File: config.mk
export PLATFORM = sky130hd
export DESIGN_NAME = iir_transfer_function_filter_core_flat
export DESIGN_NICKNAME = d
export VERILOG_FILES = /design/src/design/iirtf_pkg.sv /design/src/design/iirtf_if.sv /design/src/design/iirtf_ctrl.sv /design/src/design/iirtf_datapath.sv /design/src/design/iir_transfer_function_filter_core.sv /design/src/flat_wrapper.sv
export VERILOG_INCLUDE_DIRS = /design/src /design/src/design
export SDC_FILE = /design/constraint.sdc
export NUM_CORES = 2
export LEC_CHECK = 0
export BUFFER_PORTS_ARGS = -buffer_cell sky130_fd_sc_hd__buf_4
export CORE_ASPECT_RATIO = 0.7
export CORE_MARGIN = 5
export CORE_UTILIZATION = 40
export CTS_CLUSTER_DIAMETER = 150
export DETAILED_ROUTE_END_ITERATION = 8
export PLACE_DENSITY = 0.59
export SLEW_MARGIN = 20
export SYNTH_ARGS = -nofsm -noshare
export SYNTH_HDL_FRONTEND = slang
export SYNTH_SLANG_ARGS = --single-unit
File: constraint.sdc
create_clock -name clk_i -period 8.1 [get_ports clk_i]
set_clock_uncertainty 0.05 [all_clocks]
set_input_delay 2.43 -clock clk_i [delete_from_list [all_inputs] [get_ports clk_i]]
set_output_delay 2.43 -clock clk_i [all_outputs]
set_load 0.02 [all_outputs]
File: src/design/iir_transfer_function_filter_core_assert.svh
// Assertion macros used by the filter core sequencer (iirtf_ctrl).
`ifndef IIR_TRANSFER_FUNCTION_FILTER_CORE_ASSERT_SVH
`define IIR_TRANSFER_FUNCTION_FILTER_CORE_ASSERT_SVH

`ifndef SYNTHESIS
// same-cycle implication, sampled on clk_i, quiet while rst_ni is low
`define IIRTF_ASSERT_IMP(lbl, ante, cons, msg) \
  lbl: assert property (@(posedge clk_i) disable iff (!rst_ni) (ante) |-> (cons)) \
    else $error(msg);
// next-cycle implication
`define IIRTF_ASSERT_NXT(lbl, ante, cons, msg) \
  lbl: assert property (@(posedge clk_i) disable iff (!rst_ni) (ante) |=> (cons)) \
    else $error(msg);
`else
`define IIRTF_ASSERT_IMP(lbl, ante, cons, msg)
`define IIRTF_ASSERT_NXT(lbl, ante, cons, msg)
`endif

`endif

File: src/design/iirtf_pkg.sv
// Shared types and constants of the IIR transfer-function filter core.
`default_nettype none

package iirtf_pkg;

  localparam int unsigned ORDER_DEF          = 3;
  localparam int unsigned SAMPLE_WIDTH_DEF   = 16;
  localparam int unsigned COEF_FRAC_BITS_DEF = 14;

  // coefficient register file: b0..b3 then a0..a3
  localparam int unsigned NUM_REGS  = 8;
  localparam int unsigned REG_IDX_W = 3;
  localparam logic [REG_IDX_W-1:0] REG_B0 = 3'd0;
  localparam logic [REG_IDX_W-1:0] REG_A0 = 3'd4;

  // MAC tap counter, covers 0..2*ORDER for ORDER up to 3
  localparam int unsigned TAP_W = 3;

  typedef enum logic [2:0] {
    ST_IDLE,
    ST_MAC,
    ST_MAC_LAST,
    ST_PREP,
    ST_CHECK,
    ST_DIV,
    ST_COMMIT
  } state_e;

  typedef struct packed {
    logic             capture;   // latch sample, clear accumulator
    logic             mul_en;    // multiply tap into product register
    logic [TAP_W-1:0] tap;
    logic             acc_en;    // fold product register into accumulator
    logic             prep;      // take magnitudes for the divider
    logic             check;     // quotient range check
    logic             div_step;  // one restoring division step
    logic             commit;    // write result and histories
  } cmd_t;

  typedef struct packed {
    logic slot_free;
    logic a0_zero;
    logic quot_ovf;
  } sts_t;

endpackage

`default_nettype wire

File: src/design/iirtf_if.sv
// Request and result channel interfaces of the filter core.
`default_nettype none

interface iirtf_in_if
  import iirtf_pkg::*;
#(
  parameter int unsigned SAMPLE_WIDTH = SAMPLE_WIDTH_DEF
) ();
  logic                           valid;
  logic                           ready;
  logic signed [SAMPLE_WIDTH-1:0] sample_in;

  modport source (output valid, output sample_in, input ready);
  modport sink (input valid, input sample_in, output ready);
endinterface

interface iirtf_out_if
  import iirtf_pkg::*;
#(
  parameter int unsigned SAMPLE_WIDTH = SAMPLE_WIDTH_DEF
) ();
  logic                           valid;
  logic                           ready;
  logic signed [SAMPLE_WIDTH-1:0] sample_out;
  logic                           saturated;
  logic                           divide_fault;

  modport source (output valid, output sample_out, output saturated, output divide_fault,
                  input ready);
  modport sink (input valid, input sample_out, input saturated, input divide_fault,
                output ready);
endinterface

`default_nettype wire

File: src/design/iirtf_ctrl.sv
// Sequencer of the filter core: MAC pass, range check, division, commit.
`default_nettype none
`include "iir_transfer_function_filter_core_assert.svh"

module iirtf_ctrl
  import iirtf_pkg::*;
#(
  parameter int unsigned ORDER        = ORDER_DEF,
  parameter int unsigned SAMPLE_WIDTH = SAMPLE_WIDTH_DEF
) (
  input  wire logic clk_i,
  input  wire logic rst_ni,
  input  wire logic req_valid_i,
  output logic      req_ready_o,
  output cmd_t      cmd_o,
  input  wire sts_t sts_i
);

  localparam int unsigned DIV_CNT_W = $clog2(SAMPLE_WIDTH);
  localparam logic [TAP_W-1:0]     LAST_TAP = TAP_W'(2 * ORDER);
  localparam logic [DIV_CNT_W-1:0] LAST_DIV = DIV_CNT_W'(SAMPLE_WIDTH - 1);

  state_e                state_q, state_d;
  logic [TAP_W-1:0]      tap_q, tap_d;
  logic [DIV_CNT_W-1:0]  div_cnt_q, div_cnt_d;

  always_ff @(posedge clk_i or negedge rst_ni) begin
    if (!rst_ni) begin
      state_q   <= ST_IDLE;
      tap_q     <= '0;
      div_cnt_q <= '0;
    end else begin
      state_q   <= state_d;
      tap_q     <= tap_d;
      div_cnt_q <= div_cnt_d;
    end
  end

  // next state and counters
  always_comb begin
    state_d   = state_q;
    tap_d     = tap_q;
    div_cnt_d = div_cnt_q;
    unique case (state_q)
      ST_IDLE: begin
        tap_d = '0;
        if (req_valid_i) state_d = ST_MAC;
      end
      ST_MAC: begin
        if (tap_q == LAST_TAP) state_d = ST_MAC_LAST;
        else tap_d = tap_q + TAP_W'(1);
      end
      ST_MAC_LAST: state_d = ST_PREP;
      ST_PREP:     state_d = ST_CHECK;
      ST_CHECK: begin
        div_cnt_d = '0;
        // zero divisor or out-of-range quotient needs no division
        if (sts_i.a0_zero || sts_i.quot_ovf) state_d = ST_COMMIT;
        else state_d = ST_DIV;
      end
      ST_DIV: begin
        if (div_cnt_q == LAST_DIV) state_d = ST_COMMIT;
        else div_cnt_d = div_cnt_q + DIV_CNT_W'(1);
      end
      ST_COMMIT: begin
        if (sts_i.slot_free) state_d = ST_IDLE;
      end
      default: state_d = ST_IDLE;
    endcase
  end

  // command outputs
  always_comb begin
    cmd_o       = '0;
    cmd_o.tap   = tap_q;
    req_ready_o = 1'b0;
    unique case (state_q)
      ST_IDLE: begin
        req_ready_o   = 1'b1;
        cmd_o.capture = req_valid_i;
      end
      ST_MAC: begin
        cmd_o.mul_en = 1'b1;
        cmd_o.acc_en = (tap_q != '0);
      end
      ST_MAC_LAST: cmd_o.acc_en   = 1'b1;
      ST_PREP:     cmd_o.prep     = 1'b1;
      ST_CHECK:    cmd_o.check    = 1'b1;
      ST_DIV:      cmd_o.div_step = 1'b1;
      ST_COMMIT:   cmd_o.commit   = sts_i.slot_free;
      default: ;
    endcase
  end

  `IIRTF_ASSERT_NXT(a_capture_starts_mac, cmd_o.capture, state_q == ST_MAC && tap_q == '0, "capture did not start the MAC pass at tap zero")
  `IIRTF_ASSERT_IMP(a_commit_needs_slot, cmd_o.commit, sts_i.slot_free, "result committed while output register still held")
  `IIRTF_ASSERT_NXT(a_commit_to_idle, cmd_o.commit, state_q == ST_IDLE && req_ready_o, "no return to idle after commit")
  `IIRTF_ASSERT_NXT(a_fault_skips_div, state_q == ST_CHECK && sts_i.a0_zero, state_q == ST_COMMIT, "zero divisor entered the division loop")

endmodule

`default_nettype wire

File: src/design/iirtf_datapath.sv
// Datapath of the filter core: coefficients, histories, shared MAC, divider, result.
`default_nettype none

module iirtf_datapath
  import iirtf_pkg::*;
#(
  parameter int unsigned ORDER          = ORDER_DEF,
  parameter int unsigned SAMPLE_WIDTH   = SAMPLE_WIDTH_DEF,
  parameter int unsigned COEF_FRAC_BITS = COEF_FRAC_BITS_DEF
) (
  input  wire logic                                clk_i,
  input  wire logic                                rst_ni,
  input  wire logic                                cfg_we_i,
  input  wire logic [REG_IDX_W-1:0]                cfg_idx_i,
  input  wire logic [COEF_FRAC_BITS+3:0]           cfg_data_i,
  input  wire logic signed [SAMPLE_WIDTH-1:0]      req_sample_i,
  input  wire cmd_t                                cmd_i,
  output sts_t                                     sts_o,
  input  wire logic                                rsp_ready_i,
  output logic                                     rsp_valid_o,
  output logic signed [SAMPLE_WIDTH-1:0]           rsp_sample_o,
  output logic                                     rsp_sat_o,
  output logic                                     rsp_fault_o
);

  localparam int unsigned CW     = COEF_FRAC_BITS + 4;
  localparam int unsigned SW     = SAMPLE_WIDTH;
  localparam int unsigned PROD_W = CW + SW;
  // up to seven products, three guard bits
  localparam int unsigned ACC_W  = PROD_W + 3;

  localparam logic [CW-1:0] COEF_ONE = CW'(1) << COEF_FRAC_BITS;
  localparam logic [SW-1:0] S_MAX    = {1'b0, {(SW-1){1'b1}}};
  localparam logic [SW-1:0] S_MIN    = {1'b1, {(SW-1){1'b0}}};

  logic        [CW-1:0]     coef_q [NUM_REGS];
  logic signed [SW-1:0]     xh_q   [ORDER];
  logic signed [SW-1:0]     yh_q   [ORDER];

  logic signed [SW-1:0]     x_q;
  logic signed [PROD_W-1:0] prod_q;
  logic                     prod_sub_q;
  logic signed [ACC_W-1:0]  acc_q;
  logic        [ACC_W-1:0]  rem_q;
  logic        [ACC_W-1:0]  dsr_q;
  logic        [SW-1:0]     quo_q;
  logic                     neg_q;
  logic                     acc_neg_q;
  logic                     ovf_q;

  logic                     out_valid_q;
  logic        [SW-1:0]     out_sample_q;
  logic                     out_sat_q;
  logic                     out_fault_q;

  logic        [REG_IDX_W-1:0] coef_idx;
  logic signed [CW-1:0]        coef_sel;
  logic signed [SW-1:0]        samp_sel;
  logic signed [PROD_W-1:0]    prod_d;
  logic        [CW-1:0]        a0;
  logic        [CW-1:0]        a0_mag;
  logic        [ACC_W-1:0]     acc_mag;
  logic                        rem_ge;
  logic                        a0_zero;
  logic                        slot_free;
  logic        [SW-1:0]        y;
  logic                        y_sat;

  // tap select: b taps first, then a taps (subtracted)
  always_comb begin
    if (cmd_i.tap <= TAP_W'(ORDER)) coef_idx = REG_IDX_W'(cmd_i.tap);
    else coef_idx = REG_IDX_W'(cmd_i.tap + TAP_W'(int'(REG_A0) - int'(ORDER)));
    coef_sel = coef_q[coef_idx];
    samp_sel = x_q;
    for (int i = 0; i < ORDER; i++) begin
      if (cmd_i.tap == TAP_W'(i + 1))         samp_sel = xh_q[i];
      if (cmd_i.tap == TAP_W'(ORDER + i + 1)) samp_sel = yh_q[i];
    end
  end

  assign prod_d = coef_sel * samp_sel;

  assign a0      = coef_q[REG_A0];
  assign a0_zero = (a0 == '0);
  assign a0_mag  = a0[CW-1] ? CW'(-a0) : a0;
  assign acc_mag = acc_q[ACC_W-1] ? ACC_W'(-acc_q) : ACC_W'(acc_q);
  assign rem_ge  = (rem_q >= dsr_q);

  // final value: divide fault, overflow, or signed quotient with clipping
  always_comb begin
    y_sat = 1'b0;
    if (a0_zero) begin
      y = acc_neg_q ? S_MIN : S_MAX;
    end else if (ovf_q) begin
      y     = neg_q ? S_MIN : S_MAX;
      y_sat = 1'b1;
    end else if (neg_q) begin
      y_sat = quo_q[SW-1] && (|quo_q[SW-2:0]);
      y     = y_sat ? S_MIN : SW'(-quo_q);
    end else begin
      y_sat = quo_q[SW-1];
      y     = y_sat ? S_MAX : quo_q;
    end
  end

  assign slot_free = !out_valid_q || rsp_ready_i;

  always_comb begin
    sts_o.slot_free = slot_free;
    sts_o.a0_zero   = a0_zero;
    sts_o.quot_ovf  = rem_ge;
  end

  // coefficient registers
  always_ff @(posedge clk_i or negedge rst_ni) begin
    if (!rst_ni) begin
      for (int i = 0; i < NUM_REGS; i++) begin
        coef_q[i] <= ((i == int'(REG_B0)) || (i == int'(REG_A0))) ? COEF_ONE : '0;
      end
    end else if (cfg_we_i) begin
      coef_q[cfg_idx_i] <= cfg_data_i;
    end
  end

  // histories, newest at index zero
  always_ff @(posedge clk_i or negedge rst_ni) begin
    if (!rst_ni) begin
      for (int i = 0; i < ORDER; i++) begin
        xh_q[i] <= '0;
        yh_q[i] <= '0;
      end
    end else if (cmd_i.commit) begin
      xh_q[0] <= x_q;
      yh_q[0] <= y;
      for (int i = 1; i < ORDER; i++) begin
        xh_q[i] <= xh_q[i-1];
        yh_q[i] <= yh_q[i-1];
      end
    end
  end

  // MAC and divider working registers
  always_ff @(posedge clk_i) begin
    if (cmd_i.capture) begin
      x_q   <= req_sample_i;
      acc_q <= '0;
    end
    if (cmd_i.mul_en) begin
      prod_q     <= prod_d;
      prod_sub_q <= (cmd_i.tap > TAP_W'(ORDER));
    end
    if (cmd_i.acc_en) begin
      if (prod_sub_q) acc_q <= acc_q - ACC_W'(prod_q);
      else acc_q <= acc_q + ACC_W'(prod_q);
    end
    if (cmd_i.prep) begin
      rem_q     <= acc_mag;
      dsr_q     <= ACC_W'(a0_mag) << SW;
      quo_q     <= '0;
      neg_q     <= acc_q[ACC_W-1] ^ a0[CW-1];
      acc_neg_q <= acc_q[ACC_W-1];
    end
    if (cmd_i.check) begin
      ovf_q <= rem_ge;
      dsr_q <= dsr_q >> 1;
    end
    if (cmd_i.div_step) begin
      if (rem_ge) rem_q <= rem_q - dsr_q;
      quo_q <= {quo_q[SW-2:0], rem_ge};
      dsr_q <= dsr_q >> 1;
    end
  end

  // output register
  always_ff @(posedge clk_i or negedge rst_ni) begin
    if (!rst_ni) begin
      out_valid_q <= 1'b0;
    end else if (cmd_i.commit) begin
      out_valid_q <= 1'b1;
    end else if (rsp_ready_i) begin
      out_valid_q <= 1'b0;
    end
  end

  always_ff @(posedge clk_i) begin
    if (cmd_i.commit) begin
      out_sample_q <= y;
      out_sat_q    <= y_sat;
      out_fault_q  <= a0_zero;
    end
  end

  assign rsp_valid_o  = out_valid_q;
  assign rsp_sample_o = out_sample_q;
  assign rsp_sat_o    = out_sat_q;
  assign rsp_fault_o  = out_fault_q;

endmodule

`default_nettype wire

File: src/design/iir_transfer_function_filter_core.sv
// Direct form I IIR filter core: one output sample per input request.
// Usage:
//   - req_i carries one input sample per request; rsp_o returns one result per
//     request: the filtered sample, a saturation flag and a divide fault flag.
//   - Coefficients b0..b3, a0..a3 (signed Q3.14 at default widths) are written
//     through cfg_we_i / cfg_idx_i / cfg_data_i while the core is idle.
//   - Each request runs one shared multiplier over 2*ORDER+1 taps, then a
//     restoring divider by a0 that yields one quotient bit per cycle.
// Sequencing:
//   - From accept to result valid the core runs the MAC pass, takes the
//     magnitudes, checks the quotient range, divides and commits; the divider
//     is skipped on a zero a0 or an out-of-range quotient.
//   - A new request is taken only once the previous one has committed, at
//     a pace set by the serial divider and the single multiplier.
// Reset:
//   - rst_ni clears both sample histories, the sequencer and the output valid;
//     b0 and a0 reset to 1.0, the other coefficients to zero.
// Back-pressure:
//   - The result sits in an output register; the core accepts and computes the
//     next request meanwhile, holding its result until that register drains.
`default_nettype none

module iir_transfer_function_filter_core
  import iirtf_pkg::*;
#(
  parameter int unsigned ORDER          = ORDER_DEF,
  parameter int unsigned SAMPLE_WIDTH   = SAMPLE_WIDTH_DEF,
  parameter int unsigned COEF_FRAC_BITS = COEF_FRAC_BITS_DEF
) (
  input  wire logic                        clk_i,
  input  wire logic                        rst_ni,
  input  wire logic                        cfg_we_i,
  input  wire logic [REG_IDX_W-1:0]        cfg_idx_i,
  input  wire logic [COEF_FRAC_BITS+3:0]   cfg_data_i,
  iirtf_in_if.sink                         req_i,
  iirtf_out_if.source                      rsp_o
);

  cmd_t cmd;
  sts_t sts;

  iirtf_ctrl #(
    .ORDER        (ORDER),
    .SAMPLE_WIDTH (SAMPLE_WIDTH)
  ) u_ctrl (
    .clk_i       (clk_i),
    .rst_ni      (rst_ni),
    .req_valid_i (req_i.valid),
    .req_ready_o (req_i.ready),
    .cmd_o       (cmd),
    .sts_i       (sts)
  );

  iirtf_datapath #(
    .ORDER          (ORDER),
    .SAMPLE_WIDTH   (SAMPLE_WIDTH),
    .COEF_FRAC_BITS (COEF_FRAC_BITS)
  ) u_datapath (
    .clk_i        (clk_i),
    .rst_ni       (rst_ni),
    .cfg_we_i     (cfg_we_i),
    .cfg_idx_i    (cfg_idx_i),
    .cfg_data_i   (cfg_data_i),
    .req_sample_i (req_i.sample_in),
    .cmd_i        (cmd),
    .sts_o        (sts),
    .rsp_ready_i  (rsp_o.ready),
    .rsp_valid_o  (rsp_o.valid),
    .rsp_sample_o (rsp_o.sample_out),
    .rsp_sat_o    (rsp_o.saturated),
    .rsp_fault_o  (rsp_o.divide_fault)
  );

endmodule

`default_nettype wire

File: src/flat_wrapper.sv
// flat-port wrapper written by rule: the top's interface ports become plain ports
module iir_transfer_function_filter_core_flat import iirtf_pkg::*;
#(
  parameter int unsigned ORDER          = ORDER_DEF,
  parameter int unsigned SAMPLE_WIDTH   = SAMPLE_WIDTH_DEF,
  parameter int unsigned COEF_FRAC_BITS = COEF_FRAC_BITS_DEF
)
  (clk_i, rst_ni, cfg_we_i, cfg_idx_i, cfg_data_i, req_i_valid, req_i_sample_in, req_i_ready, rsp_o_valid, rsp_o_sample_out, rsp_o_saturated, rsp_o_divide_fault, rsp_o_ready);
  iirtf_in_if #(.SAMPLE_WIDTH(SAMPLE_WIDTH)) req_i_i ();
  iirtf_out_if #(.SAMPLE_WIDTH(SAMPLE_WIDTH)) rsp_o_i ();
  input  wire logic clk_i;
  input  wire logic rst_ni;
  input  wire logic cfg_we_i;
  input  wire logic [REG_IDX_W-1:0] cfg_idx_i;
  input  wire logic [COEF_FRAC_BITS+3:0] cfg_data_i;
  input wire logic [$bits(req_i_i.valid)-1:0] req_i_valid;
  input wire logic [$bits(req_i_i.sample_in)-1:0] req_i_sample_in;
  output wire logic [$bits(req_i_i.ready)-1:0] req_i_ready;
  output wire logic [$bits(rsp_o_i.valid)-1:0] rsp_o_valid;
  output wire logic [$bits(rsp_o_i.sample_out)-1:0] rsp_o_sample_out;
  output wire logic [$bits(rsp_o_i.saturated)-1:0] rsp_o_saturated;
  output wire logic [$bits(rsp_o_i.divide_fault)-1:0] rsp_o_divide_fault;
  input wire logic [$bits(rsp_o_i.ready)-1:0] rsp_o_ready;
  assign req_i_i.valid = req_i_valid;
  assign req_i_i.sample_in = req_i_sample_in;
  assign req_i_ready = req_i_i.ready;
  assign rsp_o_valid = rsp_o_i.valid;
  assign rsp_o_sample_out = rsp_o_i.sample_out;
  assign rsp_o_saturated = rsp_o_i.saturated;
  assign rsp_o_divide_fault = rsp_o_i.divide_fault;
  assign rsp_o_i.ready = rsp_o_ready;
  iir_transfer_function_filter_core #(.ORDER(ORDER), .SAMPLE_WIDTH(SAMPLE_WIDTH), .COEF_FRAC_BITS(COEF_FRAC_BITS)) u_core (.clk_i(clk_i), .rst_ni(rst_ni), .cfg_we_i(cfg_we_i), .cfg_idx_i(cfg_idx_i), .cfg_data_i(cfg_data_i), .req_i(req_i_i), .rsp_o(rsp_o_i));
endmodule
==> results.md <==
- Status: complete, no violations
- DRC viols: 0
- Via Count: roughly 25,000
- Global-route wire length before repair: ~150,000 um
- Drt first pass iters: 5
- CP max FO: 6
- Rows: 90
- Transition time of the tightest slew-check pin: 1.10 ns
- Slew Limit Fails: 0
- Clk buf depth: 3
- TritonCTS clock tree: yes
- Iteration-0 DRC Markers: 2,142
- Post-cts hold buffer count: 0
- Arr. time, crit path: approximately 8.2 ns
- Hold Path Class: flip-flop to flip-flop
- Final Critical Period: 7.85 ns
- Final setup fails: 0
- I/O pin cnt: 62
- IO Port Bufs: 61
- Post-synth top area share: 0.179
- Seq/Total Area, Yosys: 0.338
- Synthesized Nets: just under 4,000
- Sequential cell area: 11,800 um2
- Top FF cell, synth: dfrtp_1
- YS warnings: 0
- Initial antenna violation count: 6
- Core ar.: 86,400 um2
- Crit-path most repeated cell: fa_1
- GPL Wtd Cong: 0.960
- Layout net count: roughly 4,100
- Syn Std Cell Area: 34,900 um2
- Vias in the first global route: 24,164
- Fillers: 8,033
- Worst-Skew Late Latency: 0.63 ns
- Most frequent cell after synthesis: inv_1
- EDFF count, synth: roughly 160
- Final hold violation count: 0
- Die area: between 90,000 and 100,000 um2
- FMAX: around 130 MHz
- Clk root buf: clkbuf_16
- Count of state elements after synthesis: 447
- Clock transition at path regs: approximately 0.060 ns
- Slowest-stage cell, CP: fa_1
- Tot GR Track Use: 0.202
- Die Span X: 363 um
- Ys async rst share: 0.562
- Post-synth top cells: 412 x inv_1, 343 x nor2_1, 292 x fa_1, 262 x nand2_1, 249 x dfrtp_1
- CP Capture Type: flip-flop
- # H-tree levels: 2
- Total CTS buffers: 47
- WHS: 0.451 ns
- WP data required: 8.41 ns
- Synth cell types: 84
- GRT overflow: 0
- Share of cells above drive strength 1: 0.205
- Worst rel slew slack: 0.267
- Largest net degree at the start of global routing: 137
- Initial cell density of the core: 0.404
- Largest area contributor in the netlist: dfrtp_1
- Mean post-synth cell area: about 10 um2
- Die H: about 260 um
- Vias/cell: about 5.3
- Cells after Synth: 3,372
- Max-Cap Viols: 0
- Worst setup margin: 0.247 ns
- Total clock sinks: 447
- Post-place setup slack: -0.0610 ns
- Crit share post-route: 0.969
- Multi-input logic area: ~21,000 um2
- Startpoint Class: flip-flop
- Total routed wirelength: roughly 95,000 um
- Synth area leaders: dfrtp_1 18%, fa_1 17%, edfxtp_1 14%, mux2_2 7.9%, ha_1 6.0%
- Layout area overhead: 15.0%
- Average wire per standard cell: about 20 um
- Post-route ant nets: 0
- Post-DP HPWL: 73,900 um
- Max incr delay on CP: 0.57 ns
- Critical path type: flip-flop to flip-flop
-- what timing repair did --
item	CTS	global route
setup buffers	0	31
cloned	0	2
endpoints found under the setup margin	1	9
resized for setup	1	84
pin swaps	0	28
-- placed cells by master, fill, tap and decap left out, drive strengths merged, types with 19 or more instances in the layout --
cell type and count:
inv 417, nor2 343, fa 292, nand2 262
buf 262, mux2 254, dfrtp 249, a21oi 168
ha 167, edfxtp 159, o21ai 138, xnor2 101
xor2 85, clkbuf 75, a211oi 46, mux2i 43
nor3 38, dfxtp 37, nand2b 37, mux4 36
o211ai 36, a21o 34, o31ai 30, a31oi 29
o21bai 23, nand3 22, or4 20, or2 19
-- flip-flops by register name, summed over array words and instances (netlist names), 3 cells and up --
signal	cells
u_core.u_ctrl.tap_q	3
u_core.u_datapath.yh_q	48
u_core.u_datapath.xh_q	48
u_core.u_ctrl.state_q	3
u_core.u_datapath.x_q	16
u_core.u_datapath.prod_q	34
u_core.u_datapath.dsr_q	34
u_core.u_datapath.quo_q	16
u_core.u_datapath.coef_q	126
u_core.u_datapath.rsp_sample_o	16
u_core.u_datapath.rem_q	37
u_core.u_datapath.a0	18
u_core.u_datapath.acc_q	37
u_core.u_ctrl.div_cnt_q	4
-- per-stage QoR --
step | instance area, um2 | std cells | utilization | setup TNS, ns
after global routing | 40100 | 4752 | 0.465 | -0.106
after floorplan | 35000 | 3372 | - | 0
after global placement | 37900 | 4631 | 0.439 | 0
after detailed placement | 37900 | 4631 | 0.439 | -0.0610
after CTS | 39500 | 4719 | 0.457 | 0
final | 40100 | 4757 | 0.465 | 0
-- per-layer routing --
| metal | vias up | global-route usage | part of all wire |
|---|---|---|---|
| met5 | - | 0 | 0.00023 |
| met4 | 4 | 0.0364 | 0.017 |
| met3 | 103 | 0.0553 | 0.093 |
| met2 | 784 | 0.257 | 0.37 |
| met1 | 12567 | 0.337 | 0.52 |
| li1 | 11868 | - | - |
-- worst paths after layout --
| check | from | endpoint | slack [ns] | cells after the start |
|---|---|---|---|---|
| max | u_core.u_ctrl.tap_q[1] | u_core.u_datapath.prod_q[32] | 0.25 | 31 |
| min | u_core.u_datapath.coef_q[83] | u_core.u_datapath.coef_q[83] | 0.45 | 1 |
| max reg2reg | u_core.u_ctrl.tap_q[1] | u_core.u_datapath.prod_q[32] | 0.25 | 31 |
| min reg2reg | u_core.u_datapath.coef_q[83] | u_core.u_datapath.coef_q[83] | 0.45 | 1 |
| max in group asynchronous | rst_ni | u_core.u_ctrl.div_cnt_q[0] | 4.81 | 2 |
| min in group asynchronous | rst_ni | u_core.u_datapath.coef_q[16] | 1.80 | 1 |
-- cell families (layout without fill, tap and decap cells) --
family / count (synthesis) / in the layout / synth area share
simple gates: 840 / 840 / 0.108
compound gates: 570 / 570 / 0.103
buf+inv: 537 / 767 / 0.0590
fa+ha+maj: 459 / 459 / 0.227
flops: 447 / 447 / 0.338
mux: 333 / 333 / 0.119
xor+xnor: 186 / 186 / 0.0467
other cells: 0 / 5 / 0
-- final cells by class --
cell class	count	area share
Sequential cell	447	0.294
Inverter	414	0.0388
Clock buffer	72	0.0349
Timing Repair Buffer	265	0.0577
Antenna cell	5	0.000312
Multi-Input combinational cell	2388	0.534
Tap cell	1150	0.0358
Clock inverter	16	0.00449
-- worst max-delay path, delay by kind of cell (launching register included) --
| kind | cells | cell delay, ns |
|---|---|---|
| AOI/OAI and AO/OA | 8 | 1.25 |
| and+or+nand+nor | 3 | 0.30 |
| muxes | 4 | 1.28 |
| buffers and inverters | 7 | 0.77 |
| adders and majority gates | 9 | 3.53 |
| DFF | 1 | 0.43 |
Power is not shown: default switching activity piles up to over one toggle a cycle in this logic, so the estimate is an artifact.
